==> src/sv/skvt_pkg.sv <==
// skvt_pkg: shared types and constants for the sorted key/value table.
// Holds operation codes, sequencer states and the memory control struct.
// No dependencies.
package skvt_pkg;

  localparam int FUNC_W     = 2;
  localparam int KEY_PORT_W = 32;
  localparam int VAL_PORT_W = 32;
  localparam int CNT_PORT_W = 5;
  localparam int CAP_W      = 5;

  localparam logic [CAP_W-1:0] CAP_RESET = 5'd16;

  typedef enum logic [FUNC_W-1:0] {
    FN_INSERT = 2'd0,
    FN_LOOKUP = 2'd1,
    FN_REMOVE = 2'd2,
    FN_CLEAR  = 2'd3
  } func_t;

  typedef enum logic [3:0] {
    ST_IDLE,
    ST_SRCH,
    ST_SKEY,
    ST_SCMP,
    ST_FKEY,
    ST_FCHK,
    ST_AWR,
    ST_SHRD,
    ST_SHWR,
    ST_DONE
  } state_t;

  typedef struct packed {
    logic ord_we;
    logic kv_we;
  } mem_ctl_t;

endpackage

==> src/sv/skvt_order_mem.sv <==
// skvt_order_mem: slot order array, one write and one registered read port.
// Entries never written read back as their own index (identity at reset).
// Depends on skvt_pkg.
module skvt_order_mem import skvt_pkg::*; #(
  parameter int DEPTH = 16,
  parameter int AW    = $clog2(DEPTH)
) (
  input  logic          clk,
  input  logic          rst_n,
  input  mem_ctl_t      ctl,
  input  logic [AW-1:0] waddr,
  input  logic [AW-1:0] wdata,
  input  logic [AW-1:0] raddr,
  output logic [AW-1:0] rdata
);

  logic [AW-1:0]    mem [DEPTH];
  logic [DEPTH-1:0] valid_r;
  logic [AW-1:0]    rdata_r;

  always_ff @(posedge clk) begin
    if (!rst_n) begin
      valid_r <= '0;
    end else if (ctl.ord_we) begin
      valid_r[waddr] <= 1'b1;
    end
  end

  always_ff @(posedge clk) begin
    if (ctl.ord_we) begin
      mem[waddr] <= wdata;
    end
    rdata_r <= valid_r[raddr] ? mem[raddr] : raddr;
  end

  assign rdata = rdata_r;

endmodule

==> src/sv/skvt_kv_store.sv <==
// skvt_kv_store: key and value memories indexed by slot number.
// One write port and one registered read port shared by both arrays.
// Depends on skvt_pkg.
module skvt_kv_store import skvt_pkg::*; #(
  parameter int DEPTH       = 16,
  parameter int KEY_WIDTH   = 32,
  parameter int VALUE_WIDTH = 32,
  parameter int AW          = $clog2(DEPTH)
) (
  input  logic                   clk,
  input  mem_ctl_t               ctl,
  input  logic [AW-1:0]          waddr,
  input  logic [KEY_WIDTH-1:0]   wkey,
  input  logic [VALUE_WIDTH-1:0] wval,
  input  logic [AW-1:0]          raddr,
  output logic [KEY_WIDTH-1:0]   rkey,
  output logic [VALUE_WIDTH-1:0] rval
);

  logic [KEY_WIDTH-1:0]   key_mem [DEPTH];
  logic [VALUE_WIDTH-1:0] val_mem [DEPTH];
  logic [KEY_WIDTH-1:0]   rkey_r;
  logic [VALUE_WIDTH-1:0] rval_r;

  always_ff @(posedge clk) begin
    if (ctl.kv_we) begin
      key_mem[waddr] <= wkey;
      val_mem[waddr] <= wval;
    end
    rkey_r <= key_mem[raddr];
    rval_r <= val_mem[raddr];
  end

  assign rkey = rkey_r;
  assign rval = rval_r;

endmodule

==> src/sv/skvt_seq.sv <==
// skvt_seq: operation sequencer with one shared key comparator.
// Runs binary search, hit check, slot allocation and order shifting.
// Depends on skvt_pkg; drives skvt_order_mem and skvt_kv_store ports.
module skvt_seq import skvt_pkg::*; #(
  parameter int DEPTH       = 16,
  parameter int KEY_WIDTH   = 32,
  parameter int VALUE_WIDTH = 32,
  parameter int AW          = $clog2(DEPTH),
  parameter int CW          = $clog2(DEPTH + 1)
) (
  input  logic                   clk,
  input  logic                   rst_n,
  input  logic                   start,
  input  func_t                  func,
  input  logic [KEY_WIDTH-1:0]   key,
  input  logic [VALUE_WIDTH-1:0] value,
  input  logic [CW-1:0]          cap_eff,
  input  logic                   out_free,
  output logic                   idle,
  output logic                   done,
  output logic                   res_ok,
  output logic [VALUE_WIDTH-1:0] res_val,
  output logic [CW-1:0]          res_cnt,
  output mem_ctl_t               ctl,
  output logic [AW-1:0]          ord_raddr,
  output logic [AW-1:0]          ord_waddr,
  output logic [AW-1:0]          ord_wdata,
  input  logic [AW-1:0]          ord_rdata,
  output logic [AW-1:0]          kv_raddr,
  output logic [AW-1:0]          kv_waddr,
  output logic [KEY_WIDTH-1:0]   kv_wkey,
  output logic [VALUE_WIDTH-1:0] kv_wval,
  input  logic [KEY_WIDTH-1:0]   kv_rkey,
  input  logic [VALUE_WIDTH-1:0] kv_rval
);

  state_t                 state_r, state_nxt;
  func_t                  func_r, func_nxt;
  logic [KEY_WIDTH-1:0]   key_r, key_nxt;
  logic [VALUE_WIDTH-1:0] val_r, val_nxt;
  logic [CW-1:0]          cnt_r, cnt_nxt;
  logic [CW-1:0]          lo_r, lo_nxt;
  logic [CW-1:0]          hi_r, hi_nxt;
  logic [CW-1:0]          idx_r, idx_nxt;
  logic [AW-1:0]          mid_r, mid_nxt;
  logic [AW-1:0]          slot_r, slot_nxt;
  logic                   ok_r, ok_nxt;
  logic [VALUE_WIDTH-1:0] vout_r, vout_nxt;

  logic [CW:0]   sum;
  logic [AW-1:0] mid_c;
  logic          key_lt, key_eq;
  logic          lo_lt_hi, lo_lt_cnt, sh_more, ins_full;

  // shared comparator
  assign key_lt = kv_rkey < key_r;
  assign key_eq = kv_rkey == key_r;

  assign sum       = {1'b0, lo_r} + {1'b0, hi_r};
  assign mid_c     = sum[AW:1];
  assign lo_lt_hi  = lo_r < hi_r;
  assign lo_lt_cnt = lo_r < cnt_r;
  assign ins_full  = !(cnt_r < cap_eff);
  assign sh_more   = (func_r == FN_INSERT) ? (idx_r > lo_r) : ((idx_r + CW'(1)) < cnt_r);

  function automatic state_t disp_state(input func_t f, input logic hit);
    state_t s;
    case (f)
      FN_INSERT: s = hit ? ST_DONE : ST_AWR;
      FN_REMOVE: s = hit ? ST_SHRD : ST_DONE;
      default:   s = ST_DONE;
    endcase
    return s;
  endfunction

  function automatic logic [AW-1:0] cnt_nxt_dec(input logic [CW-1:0] c);
    logic [CW-1:0] d;
    d = c - CW'(1);
    return d[AW-1:0];
  endfunction

  always_comb begin
    state_nxt = state_r;
    case (state_r)
      ST_IDLE: begin
        if (start) begin
          if (func == FN_CLEAR || (func == FN_INSERT && ins_full)) begin
            state_nxt = ST_DONE;
          end else begin
            state_nxt = ST_SRCH;
          end
        end
      end
      ST_SRCH: begin
        if (lo_lt_hi) begin
          state_nxt = ST_SKEY;
        end else if (lo_lt_cnt) begin
          state_nxt = ST_FKEY;
        end else begin
          state_nxt = disp_state(func_r, 1'b0);
        end
      end
      ST_SKEY: state_nxt = ST_SCMP;
      ST_SCMP: state_nxt = ST_SRCH;
      ST_FKEY: state_nxt = ST_FCHK;
      ST_FCHK: state_nxt = disp_state(func_r, key_eq);
      ST_AWR:  state_nxt = ST_SHRD;
      ST_SHRD: state_nxt = sh_more ? ST_SHWR : ST_DONE;
      ST_SHWR: state_nxt = ST_SHRD;
      ST_DONE: begin
        if (out_free) begin
          state_nxt = ST_IDLE;
        end
      end
      default: state_nxt = ST_IDLE;
    endcase
  end

  always_comb begin
    func_nxt  = func_r;
    key_nxt   = key_r;
    val_nxt   = val_r;
    cnt_nxt   = cnt_r;
    lo_nxt    = lo_r;
    hi_nxt    = hi_r;
    idx_nxt   = idx_r;
    mid_nxt   = mid_r;
    slot_nxt  = slot_r;
    ok_nxt    = ok_r;
    vout_nxt  = vout_r;
    ctl       = '0;
    ord_raddr = '0;
    ord_waddr = idx_r[AW-1:0];
    ord_wdata = ord_rdata;
    kv_raddr  = ord_rdata;
    kv_waddr  = ord_rdata;
    case (state_r)
      ST_IDLE: begin
        if (start) begin
          func_nxt = func;
          key_nxt  = key;
          val_nxt  = value;
          lo_nxt   = '0;
          hi_nxt   = cnt_r;
          ok_nxt   = 1'b0;
          vout_nxt = '0;
          if (func == FN_CLEAR) begin
            cnt_nxt = '0;
            ok_nxt  = 1'b1;
          end
        end
      end
      ST_SRCH: begin
        if (lo_lt_hi) begin
          mid_nxt   = mid_c;
          ord_raddr = mid_c;
        end else if (lo_lt_cnt) begin
          ord_raddr = lo_r[AW-1:0];
        end else begin
          ord_raddr = cnt_r[AW-1:0];
        end
      end
      ST_SCMP: begin
        if (key_lt) begin
          lo_nxt = CW'(mid_r) + CW'(1);
        end else begin
          hi_nxt = CW'(mid_r);
        end
      end
      ST_FKEY: begin
        slot_nxt = ord_rdata;
      end
      ST_FCHK: begin
        ord_raddr = cnt_r[AW-1:0];
        idx_nxt   = lo_r;
        if (func_r == FN_LOOKUP && key_eq) begin
          ok_nxt   = 1'b1;
          vout_nxt = kv_rval;
        end
      end
      ST_AWR: begin
        slot_nxt = ord_rdata;
        ctl.kv_we = 1'b1;
        idx_nxt  = cnt_r;
      end
      ST_SHRD: begin
        if (func_r == FN_INSERT) begin
          if (sh_more) begin
            ord_raddr = idx_r[AW-1:0] - AW'(1);
          end else begin
            ctl.ord_we = 1'b1;
            ord_waddr  = lo_r[AW-1:0];
            ord_wdata  = slot_r;
            cnt_nxt    = cnt_r + CW'(1);
            ok_nxt     = 1'b1;
          end
        end else begin
          if (sh_more) begin
            ord_raddr = idx_r[AW-1:0] + AW'(1);
          end else begin
            ctl.ord_we = 1'b1;
            ord_waddr  = cnt_nxt_dec(cnt_r);
            ord_wdata  = slot_r;
            cnt_nxt    = cnt_r - CW'(1);
            ok_nxt     = 1'b1;
          end
        end
      end
      ST_SHWR: begin
        ctl.ord_we = 1'b1;
        ord_waddr  = idx_r[AW-1:0];
        ord_wdata  = ord_rdata;
        idx_nxt    = (func_r == FN_INSERT) ? (idx_r - CW'(1)) : (idx_r + CW'(1));
      end
      default: begin
      end
    endcase
  end

  always_ff @(posedge clk) begin
    if (!rst_n) begin
      state_r <= ST_IDLE;
      cnt_r   <= '0;
    end else begin
      state_r <= state_nxt;
      cnt_r   <= cnt_nxt;
    end
  end

  always_ff @(posedge clk) begin
    func_r <= func_nxt;
    key_r  <= key_nxt;
    val_r  <= val_nxt;
    lo_r   <= lo_nxt;
    hi_r   <= hi_nxt;
    idx_r  <= idx_nxt;
    mid_r  <= mid_nxt;
    slot_r <= slot_nxt;
    ok_r   <= ok_nxt;
    vout_r <= vout_nxt;
  end

  assign idle    = state_r == ST_IDLE;
  assign done    = state_r == ST_DONE;
  assign res_ok  = ok_r;
  assign res_val = vout_r;
  assign res_cnt = cnt_r;
  assign kv_wkey = key_r;
  assign kv_wval = val_r;

endmodule

==> src/sv/sorted_key_value_table_top.sv <==
// sorted_key_value_table_top: bounded sorted map with slot indirection.
// Instantiates skvt_seq, skvt_order_mem and skvt_kv_store; uses skvt_pkg.
//
// Usage:
//   Input words (in_func, in_key, in_value_in) use valid/ready. in_func picks
//   insert, lookup, remove or clear. One result word per input word comes out
//   on out_success, out_value_out and out_entry_count under valid/ready.
//   cfg_we/cfg_wdata write the capacity limit; write only while idle.
//   An operation runs binary search steps over the order memory, then a hit
//   check if the search ends inside the entries; insert and remove then move
//   order entries one at a time. Clear and a full-table insert skip the search.
//   in_ready is low while the sequencer works and rises the cycle after the
//   result loads; each search step is limited by the order memory read feeding
//   the key memory and the single comparator.
//   A finished result sits in the output register; the next input word is
//   accepted while it waits, but the sequencer holds its result until the
//   output register is free if the receiver stalls.
//   Reset (synchronous, rst_n low) empties the table, restores the identity
//   slot order and sets the capacity limit to 16. No clearing pass is needed.
module sorted_key_value_table_top import skvt_pkg::*; #(
  parameter int DEPTH       = 16,
  parameter int KEY_WIDTH   = 32,
  parameter int VALUE_WIDTH = 32
) (
  input  logic                  clk,
  input  logic                  rst_n,
  input  logic                  in_valid,
  output logic                  in_ready,
  input  logic [FUNC_W-1:0]     in_func,
  input  logic [KEY_PORT_W-1:0] in_key,
  input  logic [VAL_PORT_W-1:0] in_value_in,
  output logic                  out_valid,
  input  logic                  out_ready,
  output logic                  out_success,
  output logic [VAL_PORT_W-1:0] out_value_out,
  output logic [CNT_PORT_W-1:0] out_entry_count,
  input  logic                  cfg_we,
  input  logic [CAP_W-1:0]      cfg_wdata
);

  localparam int AW = $clog2(DEPTH);
  localparam int CW = $clog2(DEPTH + 1);

  logic [CAP_W-1:0]      cap_r;
  logic [CW-1:0]         cap_eff;
  logic                  out_valid_r, out_valid_nxt;
  logic                  out_ok_r;
  logic [VAL_PORT_W-1:0] out_val_r;
  logic [CNT_PORT_W-1:0] out_cnt_r;

  logic                   start, idle, done, out_free, out_load;
  logic                   res_ok;
  logic [VALUE_WIDTH-1:0] res_val;
  logic [CW-1:0]          res_cnt;
  logic [63:0]            key_ext, val_ext, res_ext;
  logic [KEY_WIDTH-1:0]   key_w;
  logic [VALUE_WIDTH-1:0] val_w;

  mem_ctl_t               ctl;
  logic [AW-1:0]          ord_raddr, ord_waddr, ord_wdata, ord_rdata;
  logic [AW-1:0]          kv_raddr, kv_waddr;
  logic [KEY_WIDTH-1:0]   kv_wkey, kv_rkey;
  logic [VALUE_WIDTH-1:0] kv_wval, kv_rval;

  assign key_ext = 64'(in_key);
  assign val_ext = 64'(in_value_in);
  assign key_w   = KEY_WIDTH'(key_ext);
  assign val_w   = VALUE_WIDTH'(val_ext);
  assign res_ext = 64'(res_val);

  assign cap_eff = (32'(cap_r) > 32'(DEPTH)) ? CW'(DEPTH) : CW'(cap_r);

  assign in_ready = idle;
  assign start    = in_valid && idle;
  assign out_free = !out_valid_r || out_ready;
  assign out_load = done && out_free;

  always_ff @(posedge clk) begin
    if (!rst_n) begin
      cap_r <= CAP_RESET;
    end else if (cfg_we) begin
      cap_r <= cfg_wdata;
    end
  end

  always_comb begin
    out_valid_nxt = out_valid_r;
    if (out_load) begin
      out_valid_nxt = 1'b1;
    end else if (out_ready) begin
      out_valid_nxt = 1'b0;
    end
  end

  always_ff @(posedge clk) begin
    if (!rst_n) begin
      out_valid_r <= 1'b0;
    end else begin
      out_valid_r <= out_valid_nxt;
    end
  end

  always_ff @(posedge clk) begin
    if (out_load) begin
      out_ok_r  <= res_ok;
      out_val_r <= VAL_PORT_W'(res_ext);
      out_cnt_r <= CNT_PORT_W'(res_cnt);
    end
  end

  assign out_valid       = out_valid_r;
  assign out_success     = out_ok_r;
  assign out_value_out   = out_val_r;
  assign out_entry_count = out_cnt_r;

  skvt_seq #(
    .DEPTH       (DEPTH),
    .KEY_WIDTH   (KEY_WIDTH),
    .VALUE_WIDTH (VALUE_WIDTH)
  ) u_seq (
    .clk       (clk),
    .rst_n     (rst_n),
    .start     (start),
    .func      (func_t'(in_func)),
    .key       (key_w),
    .value     (val_w),
    .cap_eff   (cap_eff),
    .out_free  (out_free),
    .idle      (idle),
    .done      (done),
    .res_ok    (res_ok),
    .res_val   (res_val),
    .res_cnt   (res_cnt),
    .ctl       (ctl),
    .ord_raddr (ord_raddr),
    .ord_waddr (ord_waddr),
    .ord_wdata (ord_wdata),
    .ord_rdata (ord_rdata),
    .kv_raddr  (kv_raddr),
    .kv_waddr  (kv_waddr),
    .kv_wkey   (kv_wkey),
    .kv_wval   (kv_wval),
    .kv_rkey   (kv_rkey),
    .kv_rval   (kv_rval)
  );

  skvt_order_mem #(
    .DEPTH (DEPTH)
  ) u_order (
    .clk   (clk),
    .rst_n (rst_n),
    .ctl   (ctl),
    .waddr (ord_waddr),
    .wdata (ord_wdata),
    .raddr (ord_raddr),
    .rdata (ord_rdata)
  );

  skvt_kv_store #(
    .DEPTH       (DEPTH),
    .KEY_WIDTH   (KEY_WIDTH),
    .VALUE_WIDTH (VALUE_WIDTH)
  ) u_kv (
    .clk   (clk),
    .ctl   (ctl),
    .waddr (kv_waddr),
    .wkey  (kv_wkey),
    .wval  (kv_wval),
    .raddr (kv_raddr),
    .rkey  (kv_rkey),
    .rval  (kv_rval)
  );

endmodule

==> config.mk <==
export PLATFORM = sky130hd
export DESIGN_NAME = sorted_key_value_table_top
export DESIGN_NICKNAME = d
export VERILOG_FILES = /design/src/sv/skvt_pkg.sv /design/src/sv/skvt_order_mem.sv /design/src/sv/skvt_kv_store.sv /design/src/sv/skvt_seq.sv /design/src/sv/sorted_key_value_table_top.sv
export SDC_FILE = /design/constraint.sdc
export NUM_CORES = 1
export LEC_CHECK = 0
export BUFFER_PORTS_ARGS = -buffer_cell sky130_fd_sc_hd__buf_2
export CAP_MARGIN = 40
export CELL_PAD_IN_SITES_DETAIL_PLACEMENT = 0
export CELL_PAD_IN_SITES_GLOBAL_PLACEMENT = 1
export CORE_MARGIN = 4
export CORE_UTILIZATION = 25
export DETAILED_ROUTE_END_ITERATION = 16
export GPL_ROUTABILITY_DRIVEN = 0
export PLACE_DENSITY_LB_ADDON = 0.25
export RECOVER_POWER = 100
export SYNTH_ARGS = -nofsm -noshare
export SYNTH_HDL_FRONTEND = slang
export SYNTH_SLANG_ARGS = --single-unit
==> constraint.sdc <==
create_clock -name clk -period 14.4 [get_ports clk]
set_input_delay 0.72 -clock clk [delete_from_list [all_inputs] [get_ports clk]]
set_output_delay 0.72 -clock clk [all_outputs]
set_load 0.01 [all_outputs]
Word level (Yosys, flattened, before mapping) --
Memory sizes are Yosys's and may differ from the RTL's. A register that Yosys moved wholly into a read port is not among the register bits. Index checks and enable logic that the tools add are counted.
Word-level totals: output and inout bits 40, flip-flop bits (word level) 195, RAM bits 1088, logic and storage cells 150, memories 3, input bits 76
Cells by class: add/subtract/negate cells 8, $lt $le $gt $ge 10, muxes and demuxes 61, equality and inequality tests 20, reductions and logical operators 28, bitwise gates (word level) 1
Memory list:
- u_kv.key_mem | depth 16, bits a word 32, read ports 1, clocked after Yosys merged registers in 1, write ports 1, RTL line skvt_kv_store.sv:20 | logic [KEY_WIDTH-1:0] key_mem [DEPTH];
- u_kv.val_mem | depth 16, bits a word 32, read ports 1, clocked after Yosys merged registers in 1, write ports 1, RTL line skvt_kv_store.sv:21 | logic [VALUE_WIDTH-1:0] val_mem [DEPTH];
- u_order.mem | depth 16, bits a word 4, read ports 1, clocked after Yosys merged registers in 0, write ports 1, RTL line skvt_order_mem.sv:17 | logic [AW-1:0] mem [DEPTH];
Operators with widths (count):
- 4-bit two-way mux | 20
- 32-bit two-way mux | 2
- 32-bit case mux with 2 select lines | 1
- 5-bit two-way mux | 11
- 4-bit case mux with 9 select lines | 1
- 32-bit equality test | 1
- 32-bit less-than comparator | 1
- 5-bit case mux with 2 select lines | 3
- 5-bit less-than comparator | 4
- 4-bit by 3-bit equality test with 1-bit output, second input constant | 4
- 1-bit two-way mux | 16
- 16-bit bitwise OR | 1
- 5-bit case mux with 3 select lines | 1
- 4-bit case mux with 3 select lines | 1
- 5-bit by 1-bit adder with 5-bit output, second input constant | 2
- 4-bit by 5-bit less-than comparator with 1-bit output, second input constant | 2
- 5-bit by 1-bit subtractor with 5-bit output, second input constant | 2
- 3-bit AND reduction | 3
- 4-bit by 2-bit equality test with 1-bit output, second input constant | 2
- 4-bit equality test, second input constant | 2
- 2-bit by 1-bit != test with 1-bit output, second input constant | 4
- 4-bit case mux with 2 select lines | 1
- 4-bit AND reduction | 2
- 2-bit nonzero test | 4
- 23 further kinds | 37

Logic depth before layout (Yosys ltp) --
depth in word-level cells 11, depth in mapped cells 15, depth with buffers taken out 13

By module --
Synthesis repeated with hierarchy kept, for this count alone.
Unflattened totals: cells, all modules 2464, area total of the unflattened synthesis 51086.5 um^2
Modules (own cells, without submodules):
- skvt_kv_store | times used 1, cells an instance 1647, area each 39573.0 um^2
- skvt_seq | times used 1, cells an instance 571, area each 6799.0 um^2
- skvt_order_mem | times used 1, cells an instance 181, area each 3296.9 um^2
- sorted_key_value_table_top | times used 1, cells an instance 65, area each 1417.6 um^2

Worst setup path before layout --
No wires, ideal clock.
kind reg-to-reg, start point reg u_seq.state_r[3], end point mem u_kv.key_mem[0][0], enable pin, arrival time 5.975 ns, buffers on the path 2, slack 7.861 ns, required time 13.835 ns, stages on the path, launching flop included 7, cell sequence dfxtp_1 > clkbuf_1 > nor2_1 > and3_1 > clkbuf_1 > or3b_2 > nor3_1
On the way: word-level cells in the longest chain between the ends 4
Ends and longest elaborated chain:
- start: declaration | RTL line skvt_seq.sv:37 | state_t state_r, state_nxt;
- start signal: assignment | RTL line skvt_seq.sv:225 | state_r <= state_nxt;
- 4-bit by 3-bit equality test with 1-bit output | RTL line skvt_seq.sv:137 | case (state_r)
- 1-bit two-way mux | RTL line skvt_seq.sv:137
- 1-bit two-way mux | RTL line skvt_kv_store.sv:26 | if (ctl.kv_we) begin
- 1-bit two-way mux (not written as such) | RTL line skvt_kv_store.sv:27 | key_mem[waddr] <= wkey;
- end: declaration | RTL line skvt_kv_store.sv:20
Every way passes these cells.

Worst setup path after layout --
start point reg u_order.rdata_r[1], in the netlist u_order.rdata[1], end point mem u_kv.key_mem[3][19], enable pin
RTL lines:
- start: declaration | RTL line skvt_order_mem.sv:19 | logic [AW-1:0] rdata_r;
- start signal: assignment | RTL line skvt_order_mem.sv:33 | rdata_r <= valid_r[raddr] ? mem[raddr] : raddr;
Straight into the memory's write port.

==> impl_results.md <==
- Synthesized area per cell: 21.7 um^2
- Mux cell area share after synthesis: 15.0%
- Post-synth EDFFs: 1,248
- Leakage power: 0.0186 uW
- Vias in the first global route: 25,823
- Global-route wire length before repair: 185 mm
- Failing checks: capacitance limit, slew limit
- Syn nets: 2,500
- H-Tree Level Count: 4
- Final Hold Viols: 0
- Busiest grt layer: met2
- FP Rows: 165
- TritonCTS clock tree: yes
- Clock transition at path regs: 60 ps
- PnR worst setup slack: 5720 ps
- Distinct cells, synth: 72
- DPL Wire Length: 73.0 mm
- Largest family of logic cells by synthesized area: multiplexers
- Drt wl/cell: 23.6 um
- CP dominant cell by count: clkbuf_1
- CTS Buffer Depth: 3
- Final Cycle Share: 60.3%
- Synth Area in XOR/XNOR: 0.274%
- # DRC: 0
- Die X: 460 um
- Clock latency on the worst-skew pair: 780 ps
- Compound-Gate Fraction of Synth Area: 2.42%
- Crit. End Element: flip-flop
- Syn-to-layout area delta: 17.3%
- Max Clock Freq: 0.115 GHz
- Slew HR: -128%
- Placed cells: 5,106
- Most frequent cells in the layout: edfxtp_1 (1,248), mux4_2 (320), clkbuf_1 (169), clkbuf_16 (150), dfxtp_1 (99)
- Pre-antenna DRT Iters: 5
- Post-Syn Area: 51,200 um^2
- Setup CP Type: reg2reg
- # hold bufs at CTS: 0
- Final TNS setup: 0 ps
- GRT met2 Usage: 19.9%
- GRT Total Usage: 12.0%
- Initial antenna violation count: 6
- Initial Util: 25.2%
- Post-Synth Simple-Gate Area: 2.36%
- IO buf count: 115
- Max rail drop VDD: 0.142 mV
- Die Height: 460 um
- RSZ-0062 raised after global routing: no
- Post-CTS resize count: 0
- Ys Warns: 0
- TritonCTS Buffers: 150
- Maximum fanout along the worst path: 40
- Seq cells post-synth: 1,347
- Starting DRC count in detailed routing: 2,023
- Mapped Cells: 2,362
- Commonest non-fill, non-tap cell in the layout: edfxtp_1
- Core Box Area: 203,000 um^2
- Worst hold slack: 115 ps
- Power per cell area: 181 nW/um^2
- Post-CTS repair timing setup buffer count: 0
- Crit start category: flip-flop
- Post-route ant nets: 0
- Worst-Margin Slew: 3420 ps
- Root Driver: clkbuf_16
- CTS Sinks: 1,347
- Largest net degree at the start of global routing: 148
- Met1 Usage GRT: 16.2%
- CP Cell Sequence: clkbuf_1, nand2_1, nor2_1, clkbuf_1, clkbuf_1
- Fin Clk Skew: 37.0 ps
- Placement Setup Slack: 10,370 ps
- Non-filler cells, final: 5,388
- Fin crit period: 8680 ps
- Final Setup Violations: 0
- Layout cells sized above 1: 22.2%
- Max-Cap Viols: 52
- Vias per cell: 4.43
- Finished Cell Area: 60,000 um^2
- CP Data Arrival Time: 9020 ps
- Worst min-delay path class: in2reg
- M3 GR Usage: 2.15%
- Vias: 23,858
- Fin nets: 2,725
- Slowest-stage cell, CP: clkbuf_1
- GRT overflow: 0
- Worst EP required: 14,740 ps
- Synth Area in Adders: 1.53%
- Run status: finished, violations left
- Final wirelength: 127 mm
- Final Max Tran Viols: 1,450
- I/O pins: 116
- Ys async rst share: 0%
- Sequential-to-total area share from yosys stat: 77.1%
- Ys flop type: edfxtp_1
- Placement Cell Area: 55,600 um^2
- Die area: 212,000 um^2
- Slowest Stage Delay on Critical Path: 2070 ps
## per-layer routing
metal / share of wire [%] / up-vias
met3: 4.1 / 167
li1: - / 10239
met4: 1.6 / 0
met1: 45 / 12899
met5: 0 / -
met2: 49 / 553
## through the flow
step	util [%]	power, uW
3_3_place_gp	27.2	7080
6_report	29.6	10900
3_5_place_dp	27.4	7140
2_1_floorplan	-	6410
5_1_grt	29.6	11400
4_1_cts	29.9	11100
## logic make-up after synthesis
logic type / count (synthesis)
fa+ha+maj: 62
xor+xnor: 16
buf+inv: 164
mux: 366
simple gates: 236
compound gates: 171
flops: 1347
## state kept, by name (all words and copies together) (netlist names), 32 cells and up
register / count
u_seq.kv_wval: 32
u_kv.val_mem: 512
u_kv.rval: 32
u_kv.key_mem: 512
u_kv.rkey: 32
u_seq.res_val: 32
u_seq.kv_wkey: 32
u_order.mem: 64
out_value_out: 32
## cells in the mapped netlist, types with 4 or more instances
cell type,instances,area (um^2)
a211oi_1,7,52.6
a21boi_0,4,30.0
a21o_1,14,105
a21oi_1,32,160
a22o_1,8,70.1
a22oi_1,11,82.6
and2_1,40,250
buf_1,22,82.6
buf_2,8,40.0
clkbuf_1,73,274
dfxtp_1,99,1980
edfxtp_1,1248,37500
ha_1,61,763
inv_1,55,206
mux2_2,6,67.6
mux2i_1,39,390
mux4_2,320,7210
nand2_1,43,161
nand2b_1,9,56.3
nand3_1,25,125
nand3b_1,4,30.0
nand4_1,10,62.6
nor2_1,57,214
nor2b_1,14,87.6
nor3_1,16,80.1
nor3b_1,4,30.0
o211ai_1,7,52.6
o21a_1,24,180
o21ai_0,23,115
xnor2_1,10,87.6
xor2_1,6,52.6
## path summary, 6_finish.rpt
check / from / endpoint / slack, ps / cells after the start
setup / recovery: u_order.rdata[1] / u_kv.key_mem[3][19] / 5720 / 5
hold / removal: in_key[14] / u_seq.kv_wkey[14] / 120 / 1
setup reg to reg: u_order.rdata[1] / u_kv.key_mem[3][19] / 5720 / 5
hold reg to reg: u_seq.res_val[17] / out_value_out[17] / 410 / 0
## worst max-delay path: cells and delay by family, from the launching register on
| kind | cells | cell delay [ps] |
|---|---|---|
| buf+inv | 3 | 5770 |
| simple gates | 2 | 1660 |
| flops | 1 | 760 |
## where the power goes
group | switching, uW | internal (uW) | total (uW)
sequential | 395 | 4880 | 5280
clock | 1590 | 2280 | 3870
combinational | 937 | 776 | 1710
total | 2920 | 7940 | 10900
## layout make-up
| class | count | area (um^2) |
|---|---|---|
| fill | 19657 | 143000 |
| sequential | 1347 | 39500 |
| multi-input combinational | 851 | 11100 |
| clock buffer | 197 | 4050 |
| tap | 2672 | 3340 |
| clock inverter | 83 | 1030 |
| timing repair buffer | 181 | 866 |
| inverter | 56 | 211 |
| antenna | 1 | 2.50 |
No activity file was read; power rests on OpenSTA's default activity.
